==> config.mk <==
export PLATFORM = sky130hd
export DESIGN_NAME = vn_lane_sq
export DESIGN_NICKNAME = d
export VERILOG_FILES = /design/src/sv/vector3_normalize_top_assert.svh /design/src/sv/vn_pkg.sv /design/src/sv/vn_lane_sq.sv
export SDC_FILE = /design/constraint.sdc
export NUM_CORES = 2
export LEC_CHECK = 0
export BUFFER_PORTS_ARGS = -buffer_cell sky130_fd_sc_hd__buf_4
export CORE_ASPECT_RATIO = 1.4
export CORE_MARGIN = 3
export CORE_UTILIZATION = 30
export DETAILED_ROUTE_END_ITERATION = 10
export PLACE_DENSITY = 0.54
export SYNTH_ARGS = -nofsm -noshare
export SYNTH_HDL_FRONTEND = slang
export SYNTH_SLANG_ARGS = --single-unit
==> constraint.sdc <==
create_clock -name i_clk -period 10.7 [get_ports i_clk]
set_clock_uncertainty 0.05 [all_clocks]
set_input_delay 0.535 -clock i_clk [delete_from_list [all_inputs] [get_ports i_clk]]
set_output_delay 0.535 -clock i_clk [all_outputs]
set_load 0.03 [all_outputs]
==> src/sv/vector3_normalize_top_assert.svh <==
// ----------------------------------------------------------------------------
// vector3_normalize_top_assert.svh
// assertion macros for the vector normalizer, clocked on i_clk
// ----------------------------------------------------------------------------
`ifndef VECTOR3_NORMALIZE_TOP_ASSERT_SVH
`define VECTOR3_NORMALIZE_TOP_ASSERT_SVH

`ifndef NO_ASSERTIONS
// condition holds at every edge out of reset
`define VN_ASSERT(lbl, cond) \
    lbl: assert property (@(posedge i_clk) disable iff (!i_rst_n) (cond)) \
        else $error("vector3_normalize: check failed");
// consequent holds in the same cycle as the antecedent
`define VN_ASSERT_IMP(lbl, ante, cons) \
    lbl: assert property (@(posedge i_clk) disable iff (!i_rst_n) (ante) |-> (cons)) \
        else $error("vector3_normalize: implication failed");
`else
`define VN_ASSERT(lbl, cond)
`define VN_ASSERT_IMP(lbl, ante, cons)
`endif

`endif

==> src/sv/vn_pkg.sv <==
// ----------------------------------------------------------------------------
// vn_pkg
// shared types and step functions for the vector normalizer
// ----------------------------------------------------------------------------
package vn_pkg;

    localparam int unsigned NUM_LANES  = 3;
    localparam int unsigned COMP_W     = 32;
    localparam int unsigned SQRT_STEPS = 32;
    localparam int unsigned DIV_STEPS  = 31;
    // per lane: absolute value plus sign
    localparam int unsigned SIDE_W     = NUM_LANES * (COMP_W + 1);

    // square root pipeline stage contents
    typedef struct packed {
        logic [33:0] rem;
        logic [31:0] root;
        logic [63:0] rad;
    } t_sq_st;

    // divider pipeline stage contents
    typedef struct packed {
        logic [31:0] rem;
        logic [30:0] num;
        logic [30:0] quo;
        logic [31:0] len;
        logic        neg;
    } t_div_st;

    // one restoring square root step, one result bit
    function automatic t_sq_st sqrt_step(t_sq_st s);
        t_sq_st      r;
        logic [35:0] t;
        logic [35:0] d;
        t     = {s.rem, s.rad[63:62]};
        d     = {2'b00, s.root, 2'b01};
        r.rad = {s.rad[61:0], 2'b00};
        if (t >= d) begin
            r.rem  = 34'(t - d);
            r.root = {s.root[30:0], 1'b1};
        end else begin
            r.rem  = t[33:0];
            r.root = {s.root[30:0], 1'b0};
        end
        return r;
    endfunction

    // one restoring division step, one quotient bit
    function automatic t_div_st div_step(t_div_st s);
        t_div_st     r;
        logic [32:0] t;
        t     = {s.rem, s.num[30]};
        r     = s;
        r.num = {s.num[29:0], 1'b0};
        if (t >= {1'b0, s.len}) begin
            r.rem = 32'(t - {1'b0, s.len});
            r.quo = {s.quo[29:0], 1'b1};
        end else begin
            r.rem = t[31:0];
            r.quo = {s.quo[29:0], 1'b0};
        end
        return r;
    endfunction

endpackage

==> src/sv/vn_lane_sq.sv <==
// ----------------------------------------------------------------------------
// vn_lane_sq
// per-component lane front end: absolute value, then exact square
// ----------------------------------------------------------------------------
module vn_lane_sq (
    input  logic        i_clk,
    input  logic [31:0] i_comp,
    output logic [31:0] o_abs,
    output logic        o_neg,
    output logic [63:0] o_sq
);
    import vn_pkg::*;

    logic [31:0] r_abs1;
    logic        r_neg1;
    logic [31:0] r_abs2;
    logic        r_neg2;
    logic [63:0] r_sq2;

    // stage 1: magnitude and sign; the most negative value maps to 2^31
    always_ff @(posedge i_clk) begin
        r_neg1 <= i_comp[COMP_W-1];
        r_abs1 <= i_comp[COMP_W-1] ? (32'd0 - i_comp) : i_comp;
    end

    // stage 2: square
    always_ff @(posedge i_clk) begin
        r_abs2 <= r_abs1;
        r_neg2 <= r_neg1;
        r_sq2  <= {32'd0, r_abs1} * {32'd0, r_abs1};
    end

    assign o_abs = r_abs2;
    assign o_neg = r_neg2;
    assign o_sq  = r_sq2;
endmodule

Yosys cells after proc, flatten, opt, wreduce, memory -nomap -nowiden
Cells that the tools add are included.
{"block": "totals", "output_inout_bits": 97, "in_bits": 33, "regBits": 130, "word_cells": 9}
{"block": "op_classes", "add_sub_neg": 1, "n_mul": 1, "muxes": 1}
{"operator": "$mul A32 B32 Y64", "n": 1}
{"operator": "$sub A1 B32 Y32 const A", "n": 1}
{"operator": "$mux W31", "n": 1}

Longest topological paths before layout
{"block": "depth", "word_depth": 2, "depth_mapped": 29, "depth_no_buf": 26}

Worst setup path before layout
OpenSTA, ideal clock, no wires.
{"block": "synth_timing", "path_kind": "register -> register", "startpoint": "register r_abs1[2]", "endpoint": "register r_sq2[63], in the netlist o_sq[63]", "period_less_slack_ns": 7.555, "required_ns": 10.529, "stages_incl_launch_ff": 28, "path_buffers": 3, "setup_ns": 0.121, "arrival_ns": 7.384, "setup_slack_ns": 3.145, "cell_sequence": "dfxtp_1 -> clkbuf_1 -> buf_1 -> nand2_1 -> fa_1 -> inv_1 -> fa_1 -> inv_1 -> fa_1 -> fa_1 -> inv_1 -> fa_1 -> inv_1 -> fa_1 -> inv_1 -> fa_1 -> fa_1 -> ha_1 -> clkbuf_1 -> a21oi_1 -> o21a_1 -> o221a_2 -> nor3_1 -> a2111oi_0 -> o21ai_1 -> a211oi_1 -> o21ai_0 -> xnor2_1"}
{"block": "synth_via", "elab_chain_cells": 1}
{"element": "start, declared", "line_no": "vn_lane_sq.sv:14", "rtl": "logic [31:0] r_abs1;"}
{"element": "start signal, assigned", "line_no": "vn_lane_sq.sv:23", "rtl": "r_abs1 <= i_comp[COMP_W-1] ? (32'd0 - i_comp) : i_comp;"}
{"element": "$mul A32 B32 Y64", "line_no": "vn_lane_sq.sv:30", "rtl": "r_sq2 <= {32'd0, r_abs1} * {32'd0, r_abs1};"}
{"element": "end signal, assigned", "line_no": "vn_lane_sq.sv:30"}
{"element": "end, declared", "line_no": "vn_lane_sq.sv:18", "rtl": "logic [63:0] r_sq2;"}
Every way passes these cells.
A chain may end at the register's enable or synchronous reset.

Worst setup path in the final report
{"block": "layout_timing", "startpoint": "register r_abs1[13]", "endpoint": "register r_sq2[53], in the netlist o_sq[53]"}
Same word-level chain as after synthesis.

==> qor.txt <==
outcome - finished clean
Gates resized, CTS repair - 0
synthesis warning total - 0
Crit Path Class - flop to flop
ys flop type - dfxtp_1
ANT nets after route - 0
# fillers - 11,300
asr flop ratio synth - 0%
Critical Path RT - 11.02 ns
Syn Nets - 4,578
gpl congestion - 0.877
Worst Path Buf+Inv - 3
vias in the first global route - 25,900
port buffer count - 128
Worst-path clk slew - 0.07 ns
CTS tree - done
Netlist cell types - 65
Setup Fix Bufs, Post-CTS - 0
Worst Hold Class - input port to flop
min-delay src - i_comp[0]
CP most frequent cell - fa_1
Max Buffers Root-to-Sink - 2
fin crit share - 86.6%
Max Freq - 0.108 GHz
die width - 286 um
Final HPWL DP - 79,100 um
Yosys reg bits - 128
Yosys top cell by area - fa_1
largest fanout on the critical path - 24
placed cells - 4,936
nets@finish - 4,632
Total GRT Usage - 17.2%
vias per cell - 4.55
later-pin clock latency in the skew report - 0.49 ns
DRT Pass-1 Iters - 5
number of cells on the worst hold path - 1
RSZ-0062 raised after global routing - false
R2R cell count - 22
top cells by area, synth - fa_1 (48%), ha_1 (12%), inv_1 (11%)
Syn Area/Cell - 9.51 sq um
CP Cell Sequence - nand2_1 -> fa_1 -> inv_1 -> fa_1 -> inv_1 -> fa_1 -> fa_1 -> inv_1 -> fa_1 -> fa_1 -> fa_1 -> fa_1 -> ha_1 -> and3_1 -> or4b_1 -> nor2_1 -> nand4_1 -> a21oi_1 -> o2111ai_1 -> a221oi_2 -> a21oi_1 -> o311ai_1
Routed WL - 94,100 um
final setup TNS - 0 ns
clk root buf - clkbuf_16
layout cell share with drive strength beyond 1 - 6.65%
Crit path max-delay family - adder cells
hold endpoint - r_abs1[0]$_DFF_P_
I/O Pins - 130
CTS Buf Count - 17
hold buffers post-CTS - 0
initial antenna violation count - 1
starting density of the core - 30.2%
H-tree depth - 4
Final Max Slew Viols - 0
global route overflow - 0
Relative slew margins - 2.53%
Post-synth top cells - inv_1 (973), fa_1 (792), nand2_1 (310)
die height - 397 um
most common cell in the netlist - inv_1
row count - 143
first-pass GRT wire length - 149,000 um
r2r endpoint - o_sq[53]$_DFF_P_
1st-iter DRT viols - 1,040
Mapped Cells - 3,451
CP max stage cell - dfxtp_1
Worst setup EP type - flop
DRC Markers - 0
final setup violation count - 0
mapped cell area - 32,800 sq um
max incr delay on CP - 1.22 ns
largest net degree at the start of global routing - 36
WP data arrival - 9.59 ns
fraction of the yosys area taken by sequential cells - 7.81%
RR Startpoint - r_abs1[13]$_DFF_P_
final std cells w/o fill - 4,969
minimum clock period - 9.27 ns
R2R Setup Slk - 1.43 ns
Max Cap Violations - 0
Worst-Margin Slew - 1.46 ns
Area growth syn-to-layout - 9.71%
Die ar. - 113,000 sq um
Core Box Area - 109,000 sq um
share of the synthesized area in the top cell type - 48.3%
final hold viol count - 0
number of synthesized flops with an enable pin - 0
routed via count - 22,600
Routed WL per cell - 18.9 um
clock sink total - 128
Critical Path Start Type - flop
-- sequential cells by signal, summed over array words and instances, names as in the netlist --
name    count
o_neg       1
o_sq       63
o_abs      31
r_abs1     32
r_neg1      1
-- metrics by stage --
| step | util (%) | setup WS [ns] | hold WS (ns) | instance area (sq um) |
|---|---|---|---|---|
| 2_1_floorplan | - | 3.15 | 0.260 | 32800 |
| 3_3_place_gp | 32.6 | 1.65 | 0.260 | 35400 |
| 3_5_place_dp | 32.6 | 1.55 | 0.263 | 35400 |
| 4_1_cts | 33.2 | 1.49 | 0.0869 | 36000 |
| 5_1_grt | 33.2 | 1.06 | 0.110 | 36000 |
| 6_report | 33.2 | 1.43 | 0.124 | 36000 |
-- worst register-to-register path, stage by stage (launching register included) --
cell and delay (ns):
dfxtp_1 1.22, nand2_1 0.43, fa_1 0.65, inv_1 0.07, fa_1 0.48, inv_1 0.05
fa_1 0.49, fa_1 0.51, inv_1 0.06, fa_1 0.55, fa_1 0.43, fa_1 0.51
fa_1 0.41, ha_1 0.41, and3_1 0.24, or4b_1 0.46, nor2_1 0.15, nand4_1 0.11
a21oi_1 0.50, o2111ai_1 0.30, a221oi_2 0.60, a21oi_1 0.19, o311ai_1 0.28
-- logic make-up after synthesis --
family	Yosys count	synth area share [%]
AOI/OAI and AO/OA	272	5.32
xor gates and xnor gates	128	3.41
adders and majority gates	1094	59.8
buffers and inverters	1109	12.7
DFF	128	7.81
muxes	6	0.191
other	1	0.0114
and+or+nand+nor	713	10.7
-- final cells by class --
type	instances	area, sq um	share of cell area [%]
repair buffers	170	1280	3.54
well taps	1450	1810	5.04
flip-flops and latches	128	2560	7.12
clock buffers	18	429	1.19
diodes	1	2.50	0.00695
multi-input cells	2214	26100	72.4
clock inverters	14	181	0.504
inverters	974	3660	10.2
-- how the worst max path moves through the flow --
stage / slack, ns / end / cells after the start / from
floorplan: 3.15 / o_sq[63]$_DFF_P_ / 27 / r_abs1[2]$_DFF_P_
global placement: 1.65 / o_sq[53]$_DFF_P_ / 22 / r_abs1[14]$_DFF_P_
detailed placement: 1.55 / o_sq[53]$_DFF_P_ / 22 / r_abs1[14]$_DFF_P_
CTS: 1.49 / o_sq[53]$_DFF_P_ / 22 / r_abs1[14]$_DFF_P_
global route: 1.06 / o_sq[63]$_DFF_P_ / 25 / r_abs1[3]$_DFF_P_
finish: 1.43 / o_sq[53]$_DFF_P_ / 22 / r_abs1[13]$_DFF_P_
-- cells in the final DEF (no fill, tap or decap), drive strengths merged, types with 4 or more instances in the layout --
cell       n
a211oi     8
a21o      33
a21oi     94
a31o      12
a31oi     12
and2     234
and3       5
buf      170
clkbuf    18
clkinv     5
dfxtp    128
fa       792
ha       302
inv      977
mux2i      4
nand2    310
nand2b     4
nand3     19
nand4     17
nor2      67
nor2b     14
nor3      12
o2111ai    4
o21a       4
o21ai     48
o21bai    18
o31ai     10
o41ai      6
or2        8
or3        6
or4        7
xnor2     84
xor2      44
-- routing by layer --
metal,global-route usage (%),part of all wire [%]
met1,19.4,37
met2,33.2,55
met3,1.85,3.4
met4,6.36,4.1
met5,0,0
Power is left out: the tool's default activity adds up to more than one toggle a clock period on the data nets, which glitch-free logic cannot reach.
