--- src/sv/vector3_normalize_top_assert.svh ---
// ----------------------------------------------------------------------------
// vector3_normalize_top_assert.svh
// assertion macros for the vector normalizer, clocked on i_clk
// ----------------------------------------------------------------------------
`ifndef VECTOR3_NORMALIZE_TOP_ASSERT_SVH
`define VECTOR3_NORMALIZE_TOP_ASSERT_SVH

`ifndef NO_ASSERTIONS
// condition holds at every edge out of reset
`define VN_ASSERT(lbl, cond) \
    lbl: assert property (@(posedge i_clk) disable iff (!i_rst_n) (cond)) \
        else $error("vector3_normalize: check failed");
// consequent holds in the same cycle as the antecedent
`define VN_ASSERT_IMP(lbl, ante, cons) \
    lbl: assert property (@(posedge i_clk) disable iff (!i_rst_n) (ante) |-> (cons)) \
        else $error("vector3_normalize: implication failed");
`else
`define VN_ASSERT(lbl, cond)
`define VN_ASSERT_IMP(lbl, ante, cons)
`endif

`endif

--- src/sv/vn_pkg.sv ---
// ----------------------------------------------------------------------------
// vn_pkg
// shared types and step functions for the vector normalizer
// ----------------------------------------------------------------------------
package vn_pkg;

    localparam int unsigned NUM_LANES  = 3;
    localparam int unsigned COMP_W     = 32;
    localparam int unsigned SQRT_STEPS = 32;
    localparam int unsigned DIV_STEPS  = 31;
    // per lane: absolute value plus sign
    localparam int unsigned SIDE_W     = NUM_LANES * (COMP_W + 1);

    // square root pipeline stage contents
    typedef struct packed {
        logic [33:0] rem;
        logic [31:0] root;
        logic [63:0] rad;
    } t_sq_st;

    // divider pipeline stage contents
    typedef struct packed {
        logic [31:0] rem;
        logic [30:0] num;
        logic [30:0] quo;
        logic [31:0] len;
        logic        neg;
    } t_div_st;

    // one restoring square root step, one result bit
    function automatic t_sq_st sqrt_step(t_sq_st s);
        t_sq_st      r;
        logic [35:0] t;
        logic [35:0] d;
        t     = {s.rem, s.rad[63:62]};
        d     = {2'b00, s.root, 2'b01};
        r.rad = {s.rad[61:0], 2'b00};
        if (t >= d) begin
            r.rem  = 34'(t - d);
            r.root = {s.root[30:0], 1'b1};
        end else begin
            r.rem  = t[33:0];
            r.root = {s.root[30:0], 1'b0};
        end
        return r;
    endfunction

    // one restoring division step, one quotient bit
    function automatic t_div_st div_step(t_div_st s);
        t_div_st     r;
        logic [32:0] t;
        t     = {s.rem, s.num[30]};
        r     = s;
        r.num = {s.num[29:0], 1'b0};
        if (t >= {1'b0, s.len}) begin
            r.rem = 32'(t - {1'b0, s.len});
            r.quo = {s.quo[29:0], 1'b1};
        end else begin
            r.rem = t[31:0];
            r.quo = {s.quo[29:0], 1'b0};
        end
        return r;
    endfunction

endpackage

--- src/sv/vn_lane_div.sv ---
// ----------------------------------------------------------------------------
// vn_lane_div
// per-component lane back end: pipelined divide of |c| * 2^30 by the length
// ----------------------------------------------------------------------------
module vn_lane_div (
    input  logic        i_clk,
    input  logic [31:0] i_abs,
    input  logic        i_neg,
    input  logic [31:0] i_len,
    output logic [31:0] o_unit,
    output logic [31:0] o_len
);
    import vn_pkg::*;

    t_div_st     r_st [DIV_STEPS];
    t_div_st     w_in;
    t_div_st     w_last;
    logic [31:0] w_quo;

    // high part of the dividend is below the length, so 31 quotient bits suffice
    assign w_in = '{rem: {1'b0, i_abs[31:1]}, num: {i_abs[0], 30'd0}, quo: '0,
                    len: i_len, neg: i_neg};

    for (genvar k = 0; k < DIV_STEPS; k++) begin : g_stage
        if (k == 0) begin : g_first
            always_ff @(posedge i_clk) begin
                r_st[k] <= div_step(w_in);
            end
        end else begin : g_next
            always_ff @(posedge i_clk) begin
                r_st[k] <= div_step(r_st[k-1]);
            end
        end
    end

    // apply sign, force zero for a zero-length vector
    assign w_last = r_st[DIV_STEPS-1];
    assign w_quo  = {1'b0, w_last.quo};
    assign o_unit = (w_last.len == 32'd0) ? 32'd0 :
                    (w_last.neg ? (32'd0 - w_quo) : w_quo);
    assign o_len  = w_last.len;
endmodule

--- config.mk ---
export PLATFORM = sky130hd
export DESIGN_NAME = vn_lane_div
export DESIGN_NICKNAME = d
export VERILOG_FILES = /design/src/sv/vector3_normalize_top_assert.svh /design/src/sv/vn_pkg.sv /design/src/sv/vn_lane_div.sv
export SDC_FILE = /design/constraint.sdc
export NUM_CORES = 2
export LEC_CHECK = 0
export BUFFER_PORTS_ARGS = -buffer_cell sky130_fd_sc_hd__buf_2
export CORE_ASPECT_RATIO = 0.9
export CORE_MARGIN = 2
export CORE_UTILIZATION = 45
export DETAILED_ROUTE_END_ITERATION = 10
export PLACE_DENSITY = 0.6
export SLEW_MARGIN = 10
export SYNTH_ARGS = -nofsm -noshare
export SYNTH_HDL_FRONTEND = slang
export SYNTH_SLANG_ARGS = --single-unit
--- constraint.sdc ---
create_clock -name i_clk -period 6 [get_ports i_clk]
set_input_delay 0.3 -clock i_clk [delete_from_list [all_inputs] [get_ports i_clk]]
set_output_delay 0.3 -clock i_clk [all_outputs]
set_load 0.03 [all_outputs]
# --- After elaboration in Yosys (flattened, before gate mapping) ---
# Memories as Yosys holds them, arrays and structs flattened.
# Cells that the tools add are included.
totals:
  ff_bits: 0
  input_bits: 66
  n_memories: 1
  mem_bits_rw: 3906
  elab_cells: 129
memory_table:
  columns: ["name", "depth", "word_bits", "rd", "rd_ports_with_merged_regs", "write_ports", "line_no", "source"]
  rows:
  - ["r_st", 31, 126, 31, 0, 31, "vn_lane_div.sv:15", "t_div_st r_st [DIV_STEPS];"]
op_classes:
  n_addsub: 32
  magnitude_cmp: 31
  n_reduce_logical: 1
  muxes: 64
op_table:
  columns: ["op", "count"]
  rows:
  - ["$mux 32", 33]
  - ["$sub 32x32->32", 31]
  - ["$ge 33x32->1", 30]
  - ["$ge 32x32->1", 1]
  - ["$logic_not 32->1", 1]
  - ["$sub 1x31->32 const A", 1]
  - ["$mux 1", 31]

# --- Longest topological paths before layout ---
# An unclocked memory read counts as a cell.
logic_depth:
  depth_word: 4
  depth_mapped: 17
  depth_no_buf: 13

# --- Worst setup path after synthesis ---
# No wires, ideal clock.
synth_path:
  path_kind: "register to register"
  start: "memory r_st[0][128] (netlist name)"
  end: "memory r_st[0][350] (netlist name)"
  synth_period_minus_slack_ns: 3.332
  t_required_ns: 5.879
  arrival_time_ns: 3.211
  setup_ns: 0.121
  stages_incl_launch_ff: 15
  setup_slack_ns: 2.668
  n_path_buf: 2
  cell_sequence: "dfxtp_1 > inv_1 > ha_1 > nor2b_1 > o21bai_1 > and3_1 > o32ai_1 > a221o_1 > a221o_1 > o21ai_4 > a211oi_1 > or4b_1 > buf_2 > buf_6 > mux2_4"
synth_lines:
  columns: ["element", "line_no"]
  rows:
  - ["from (decl)", "vn_lane_div.sv:15"]

==> flow_summary.yaml <==
cts:
  postCtsSetupBuffers: 0
  cts_inserted_buffers: 274
  cts_tree: "done"
  cts_sinks: 2479
  clk_latency_ps: 870
  cts_resized: 0
  hold_buffers: 67
  root_buffer: "clkbuf_16"
  ctsLongestPathBuffers: 4
  htreeDepth: 5
  clkTransAtPathRegs_ps: 60
final_layout:
  top_register: "r_st"
  nNetsFinal: 13700
  multiInputGateArea_mm2: 0.0591
  area_delta_synth_final_pct: 12.2
  ff_latch_area_mm2: 0.0496
  largest_registers: "r_st x2479"
  drive_above_1_share_pct: 8.43
  largest_reg_flops: 2479
  nFillCells: 23300
power:
  p_sw_uw: 33800
  pwr-share-clk_pct: 20.5
  power.share.switching_pct: 40.3
  p_total_uw: 83700
  irDropWorstVdd_v: 0.000235
  pwr_density_cell_mw_per_mm2: 651
  p_leak_uw: 0.0597
  p_int_uw: 49900
  seqPwrFrac_pct: 31.2
  p_comb_share_pct: 48.3
critical_path:
  cp_slowest_cell: "o31ai_1"
  slowest_delay_ps: 830
  cp_top_family: "compound AO/OA/AOI/OAI gates"
  path_depth: 13
  end_kind: "flip-flop"
  path_common_cell: "o21ai_0"
  r2r_end: "r_st[1][1493]"
  cp_max_fo: 36
  r2r_cells: 13
  crit_buf_inv: 2
  startpoint: "r_st[1][1262]"
  required_ps: 6760
  reg2reg_from: "r_st[1][1262]"
  arrival_ps: 5370
  cp-start-kind: "flip-flop"
  path_class: "reg -> reg"
  rrSetupSlack_ps: 1380
  path_cells: "inv_1 -> ha_1 -> nor2b_1 -> o21ai_0 -> a21boi_0 -> o31ai_1 -> a21oi_1 -> o21ai_0 -> a211oi_1 -> o21ai_4 -> buf_4 -> nand2_1 -> o21ai_0"
  endpoint: "r_st[1][1493]"
logic_synthesis:
  synthSimpleGateAreaFrac_pct: 11.4
  synthArstFlopShare_pct: 0
  syn_nets: 13600
  synthMuxAreaShare_pct: 3.99
  synth_seq_cells: 2479
  synth_fa_ha_area_share_pct: 11.3
  netlist-cell-type-count: 92
  syn_area_mm2: 0.115
  synth_cells: 12500
  synth-xor-area-share_pct: 6.32
  synth-seq-area-share_pct: 43.3
  synthFlopType: "dfxtp_1"
  synth_edf_count: 0
  ys_warn_count: 0
  synth_compound_area_share_pct: 18.2
  avgSynthCellArea_um2: 9.19
  synth_top_family_by_area: "compound AO/OA/AOI/OAI gates"
routing:
  first_pass_iters: 6
  drt_wl_total_mm: 321
  vias: 87800
  drc_errors: 0
  drt_iter0_drc: 6148
  detail_route.wl_per_cell_um: 19.8
  antenna_left: 0
  viasPerCell: 5.40
place:
  place.gp.congestion: 0.945
  place.port_buffers: 129
  dpl.hpwl_mm: 256
  post-place-ws_ps: 1630
floorplan:
  die_area_mm2: 0.259
  fp-row-count: 175
  die_x_um: 536
  die_height_um: 483
  io_pins: 130
  start_util_pct: 45.3
  core-area_mm2: 0.253
global_routing:
  grt_overflow_total: 0
  grt_pass1_wl_mm: 493
  antenna_found_initial: 15
  grt_max_degree: 65
  grt_util_all_layers_pct: 24.1
  grt_pass1_vias: 85200
sta:
  tightest_slew_ps: 1220
  hold_violations: 0
  rsz0062_at_grt: "false"
  maxSlewHeadroom_pct: 16.4
  fin_setup_tns_ps: 0
  fin_crit_sh_pct: 76.9
  period_minus_slack_ps: 4620
  worst_clock_skew_ps: 48.5
  final_max_slew_viol_count: 0
  setup_violations: 0
  timing.final.ws_setup_ps: 1380
  max_clock_freq_mhz: 217
flow_run:
  maxCapViolCount: 0
hold_path:
  hold_class: "in -> reg"
  holdCritStartpoint: "i_len[20]"
run_status:
  status: "finished, final reports clean"
[worst register-to-register path, delay by kind of cell, from the launching register on]
kind / cells / cell delay, ps
DFF: 1 / 370
and+or+nand+nor: 2 / 220
buffers and inverters: 2 / 380
adders and majority gates: 1 / 310
AOI/OAI and AO/OA: 8 / 3270
[cells by family after synthesis]
logic type                 Yosys count
AOI/OAI and AO/OA                 3331
and+or+nand+nor                   2802
DFF                               2479
buffers and inverters             1614
adders and majority gates         1022
xor gates and xnor gates           828
muxes                              401
[metrics by stage]
stage          cells  area (um^2)  utilization [%]  hold WS [ps]
3_5_place_dp   15700       119000             46.9           312
3_3_place_gp   15700       119000             46.9           310
5_1_grt        16300       129000             50.8          38.8
4_1_cts        16200       129000             50.8          17.6
2_1_floorplan  12500       115000                -           310
6_report       16300       129000             50.8          83.9
[cell type report]
type | instances | share of cell area, %
Tap cell | 3363 | 3.27
Multi-Input combinational cell | 8384 | 45.9
Clock inverter | 119 | 1.20
Sequential cell | 2479 | 38.6
Timing Repair Buffer | 243 | 1.32
Antenna cell | 55 | 0.107
Clock buffer | 359 | 5.95
Inverter | 1257 | 3.67
[power by group through the flow]
stage	clock network [uW]	logic, uW	registers (uW)
finish	17100	40400	26100
global route	18200	44800	26600
CTS	17600	40100	26100
detailed placement	0	39700	26300
global placement	0	39200	26400
floorplan	0	31100	24100
[layer usage]
metal	GRT usage [%]	vias to the layer above	wire length (um)	part of all wire, %
met3	3.98	575	18600	5.8
met1	33.4	41200	152000	47
li1	-	43600	-	-
met4	9.06	2	12600	3.9
met5	0	-	7	0.0022
met2	37.7	2428	139000	43
[layout by cell type, fill, tap and decap left out, types with 132 or more instances in the layout]
cell type / n
nand3_1: 209
dfxtp_1: 2479
o21a_1: 132
nor2b_1: 137
inv_1: 1257
o21ai_0: 804
xnor2_1: 454
nor2_1: 734
mux2_2: 345
ha_1: 992
nand2_1: 958
a21o_1: 554
clkbuf_16: 278
a21oi_1: 979
nand4_1: 152
xor2_1: 374
[worst min path at each step]
stage | slack [ps] | cells past startpoint | endpoint
6_report | 80 | 2 | r_st[0][21]
3_3_place_gp | 310 | 0 | r_st[0][756]
4_1_cts | 20 | 2 | r_st[0][21]
2_1_floorplan | 310 | 0 | r_st[0][1008]
3_5_place_dp | 310 | 0 | r_st[1][166]
5_1_grt | 40 | 2 | r_st[0][21]
[cells in the mapped netlist (all sizes together) (121+ instances only)]
cell | n | area share (%)
mux2 | 371 | 3.7
xor2 | 374 | 2.9
nand4 | 152 | 0.83
ha | 992 | 11
inv | 1257 | 4.1
clkbuf | 268 | 0.88
dfxtp | 2479 | 43
nand3 | 209 | 0.91
nor2 | 735 | 2.4
a21oi | 983 | 4.3
a31oi | 129 | 0.71
a21o | 554 | 3.6
nor2b | 137 | 0.75
o21ai | 821 | 3.6
o21bai | 121 | 0.79
nand2 | 958 | 3.1
o21a | 132 | 0.86
xnor2 | 454 | 3.5
Power figures use the tool's default switching activity.
